File: config.mk
export PLATFORM = sky130hd
export DESIGN_NAME = pat_ram
export DESIGN_NICKNAME = d
export VERILOG_FILES = /design/src/hw/rtl/pat_ram.sv
export SDC_FILE = /design/constraint.sdc
export NUM_CORES = 1
export LEC_CHECK = 0
export BUFFER_PORTS_ARGS = -buffer_cell sky130_fd_sc_hd__buf_2
export CELL_PAD_IN_SITES_DETAIL_PLACEMENT = 2
export CELL_PAD_IN_SITES_GLOBAL_PLACEMENT = 2
export CORE_ASPECT_RATIO = 1.2
export CORE_UTILIZATION = 30
export DETAILED_ROUTE_END_ITERATION = 7
export PLACE_DENSITY = 0.54
export SETUP_SLACK_MARGIN = 0.05
export SLEW_MARGIN = 30
export SYNTH_ARGS = -nofsm -noshare
export SYNTH_HDL_FRONTEND = slang
export SYNTH_SLANG_ARGS = --single-unit
File: constraint.sdc
create_clock -name clk_i -period 2.3 [get_ports clk_i]
set_input_delay 0.46 -clock clk_i [delete_from_list [all_inputs] [get_ports clk_i]]
set_output_delay 0.46 -clock clk_i [all_outputs]
set_load 0.05 [all_outputs]
File: src/hw/rtl/pat_ram.sv
// ----------------------------------------------------------------------------
// pat_ram
// generic single-write, single-read ram with registered read data
// ----------------------------------------------------------------------------
module pat_ram #(
  parameter int WIDTH = 8,
  parameter int DEPTH = 16,
  localparam int AW   = $clog2(DEPTH)
) (
  input  logic             clk_i,
  input  logic             we_i,
  input  logic [AW-1:0]    waddr_i,
  input  logic [WIDTH-1:0] wdata_i,
  input  logic             re_i,
  input  logic [AW-1:0]    raddr_i,
  output logic [WIDTH-1:0] rdata_o
);

  logic [WIDTH-1:0] mem [DEPTH];

  // read returns the old word on a same-address write
  always_ff @(posedge clk_i) begin
    if (re_i) begin
      rdata_o <= mem[raddr_i];
    end
    if (we_i) begin
      mem[waddr_i] <= wdata_i;
    end
  end

endmodule

* Word level (Yosys, flattened, before mapping) *
Memories as Yosys holds them, arrays and structs flattened. A register that Yosys moved wholly into a read port is not among the register bits.
Cells that the tools add are included.

operators by class
  mux-type cells = 2

operator list
  cell              number
  2-to-1 mux 1 bit  2

storage, ports and cells
  register bits after elaboration = 0
  RAM bits = 128
  input port bits = 19
  word-level logic and storage cells = 3
  memories kept = 1

memories
  name  depth  bits a word  rd ports  clocked after Yosys merged registers in  write ports  RTL line  text
  mem   16     8            1         1                                        1            19        logic [WIDTH-1:0] mem [DEPTH];

* Depth between registers and ports, before layout *
  depth in word-level cells = 2
  depth in mapped cells = 5

* Worst setup path before layout *
Ideal clock, no wire load.

  path type = input to register
  start = input port waddr_i[2]
  end = memory mem[0][0], enable pin
  data arrival time = 1570 ps
  data required time = 1917 ps
  setup slack = 347 ps
  stages = 2
  path buffers = 0
  cells stage by stage = or3b_2 -> nor3_1

RTL lines
  element             RTL line  text
  start: declaration  12        input logic [AW-1:0] waddr_i,
  end: declaration    19

No word-level cell before the write port.

==> run_results.csv <==
group,metric,value,unit
synth,ys_warn_count,0,
die,die_h,147,um
critical_path,rr_endpoint,"rdata_o[0]$_DFFE_PP_",
synth,synth-seq-cells,136,
clock_tree,clock_path_buffers,2,
timing,hold_viol,0,
die,ios,27,
global_routing,grt_pass1_wl,19200,um
synth,synth-edff-count,136,
timing,rsz0062_at_grt,"false",
timing,fmax,0.590,GHz
global_routing,grt_max_degree,33,
route,wl_per_cell,24.6,um
synth,synthFlopType,"edfxtp_1",
place,gp_congestion,0.656,
clock_tree,cts_hold_buf,0,
timing,slew_headroom,66.0,%
place,hpwl,8160,um
worst_hold_path,hp-class,"in2reg",
route,drcViolationCount,0,
clock_tree,clk_pin_slew,0.07,ns
critical_path,start_kind,"input port",
clock_tree,cts_tree,"yes",
power,max-vdd-ir-drop,0.000475,V
power,power.leakage,2.18,nW
clock_tree,root_buffer,"clkbuf_16",
critical_path,required,2.44,ns
route,final_antenna_net_count,0,
critical_path,crit_type,"in2reg",
place,io_buffers,26,
synth,ys_seq_area_share,78.1,%
critical_path,r2r_start,"mem[1][0]$_DFFE_PP_",
cells_and_area,seq_area,0.00408,sq mm
critical_path,cp-end-kind,"flop",
cells_and_area,fin_util,37.8,%
clock_tree,htreeDepth,4,
route,vias,2499,
clock_tree,cts_setup_buffers,0,
clock_tree,clk_latency,0.41,ns
worst_hold_path,whs_path_depth,1,
timing,hold_ws,0.442,ns
critical_path,cp_max_fo,13,
clock_tree,cts-resized-gates,0,
die,die_area,0.0180,sq mm
synth,avgSynthCellArea,22.8,sq um
power,power.density,959,mW/mm^2
clock_tree,numClockSinks,136,
power,fin_total_pwr,6.16,mW
global_routing,track_usage,15.7,%
clock_tree,cts_inserted_buffers,17,
timing,slew_violations,0,
synth,synth_area,0.00523,sq mm
cells_and_area,fin_nets,308,
cells_and_area,area_delta_synth_final,22.9,%
timing,setup_violations,0,
cells_and_area,layout_common_cells,"136 x edfxtp_1, 26 x buf_2, 22 x buf_4",
die,start_util,30.8,%
route,wirelength,12700,um
cells_and_area,antennaDiodeCount,0,
die,row_count,52,
timing,worstMarginPinSlew,0.510,ns
route,via_per_inst,4.82,
critical_path,reg2reg_slack,0.78,ns
global_routing,first_global_vias,2885,
synth,synth.distinct_cells,18,
route,drtIter0Drc,192,
timing,finalCritPeriodShare,73.7,%
timing,finClkSkew,0.0115,ns
synth,async_flop_share,0,%
global_routing,overflow,0,
route,drt_first_pass_iters,4,
synth,synth_nets,248,
global_routing,antenna_found_initial,0,
timing,fin_crit,1.70,ns
cells_and_area,n_fill_cell,1593,
worst_hold_path,holdPathEnd,"rdata_o[6]$_DFFE_PP_",
critical_path,r2r_cells,3,
run_status,status,"complete, no violations",
critical_path,arrival,1.84,ns
cells_and_area,drive_gt1_share,33.1,%
flow_run,max-cap-violations,0,
cells_and_area,multi_input_area,0.00106,sq mm
cells_and_area,layout_commonest_cell,"edfxtp_1",
worst_hold_path,hp-start,"re_i",
die,fp.dieW,123,um
die,core-area,0.0170,sq mm
timing,final.setup.tns,0,ns
synth,synth_cells,229,
cells by family after synthesis:
family                 count (synthesis)  synth area share (%)
AO/OA/AOI/OAI                         16                  2.30
buffers and inverters                 10                  1.65
flip-flops                           136                  78.1
multiplexers                          32                  14.8
AND/OR/NAND/NOR                       35                  3.14
metrics by stage:
stage | area, sq um | std cells | worst slack [ns]
after floorplan | 5230 | 229 | 0.347
final | 6420 | 518 | 0.604
after global routing | 6420 | 518 | 0.522
after CTS | 6420 | 518 | 0.600
after detailed placement | 5770 | 486 | 0.170
after global placement | 5770 | 486 | 0.195
synth_stat cells, drive strengths merged (2+ instances only):
| library cell | n | share of area, % |
|---|---|---|
| nand2 | 9 | 0.65 |
| buf | 7 | 1.1 |
| nand3b | 2 | 0.29 |
| a22oi | 16 | 2.3 |
| edfxtp | 136 | 78 |
| clkdlybuf4s25 | 3 | 0.57 |
| nand2b | 2 | 0.24 |
| nor3 | 4 | 0.38 |
| nor2 | 13 | 0.93 |
| mux4 | 32 | 15 |
state kept, by name (all words and copies together), names as in the netlist:
signal   flops
mem        128
rdata_o      8
cell type report:
class	instances	share of cell area [%]
Clock inverter	14	3.56
Clock buffer	18	6.68
Timing Repair Buffer	51	5.53
Sequential cell	136	63.6
Tap cell	216	4.21
Multi-Input combinational cell	83	16.5
how the worst max path moves through the flow:
stage	from	to	slack, ns	cells past startpoint
finish	raddr_i[0]	rdata_o[0]$_DFFE_PP_	0.60	5
global route	raddr_i[0]	rdata_o[0]$_DFFE_PP_	0.52	5
CTS	raddr_i[0]	rdata_o[0]$_DFFE_PP_	0.60	5
detailed placement	raddr_i[0]	rdata_o[0]$_DFFE_PP_	0.17	5
global placement	raddr_i[0]	rdata_o[0]$_DFFE_PP_	0.19	5
floorplan	waddr_i[2]	mem[0][0]$_DFFE_PP_	0.35	2
report_power, final:
part / switching [mW] / internal [mW]
logic: 0.200 / 0.116
clock network: 1.01 / 2.02
registers: 0.0183 / 2.79
critical path, cell delays in order:
cell,delay (ns)
buf_2,0.22
buf_12,0.20
mux4_1,0.56
a22oi_1,0.26
nand2_1,0.12
routing by layer:
metal / share of wire (%) / vias to the layer above / track usage (%)
li1: - / 1098 / -
met5: 0 / - / 0
met1: 43 / 1333 / 20.1
met4: 1.4 / 0 / 5.79
met2: 52 / 55 / 26.3
met3: 3.1 / 13 / 2.89
(Power assumes the default switching activity.)
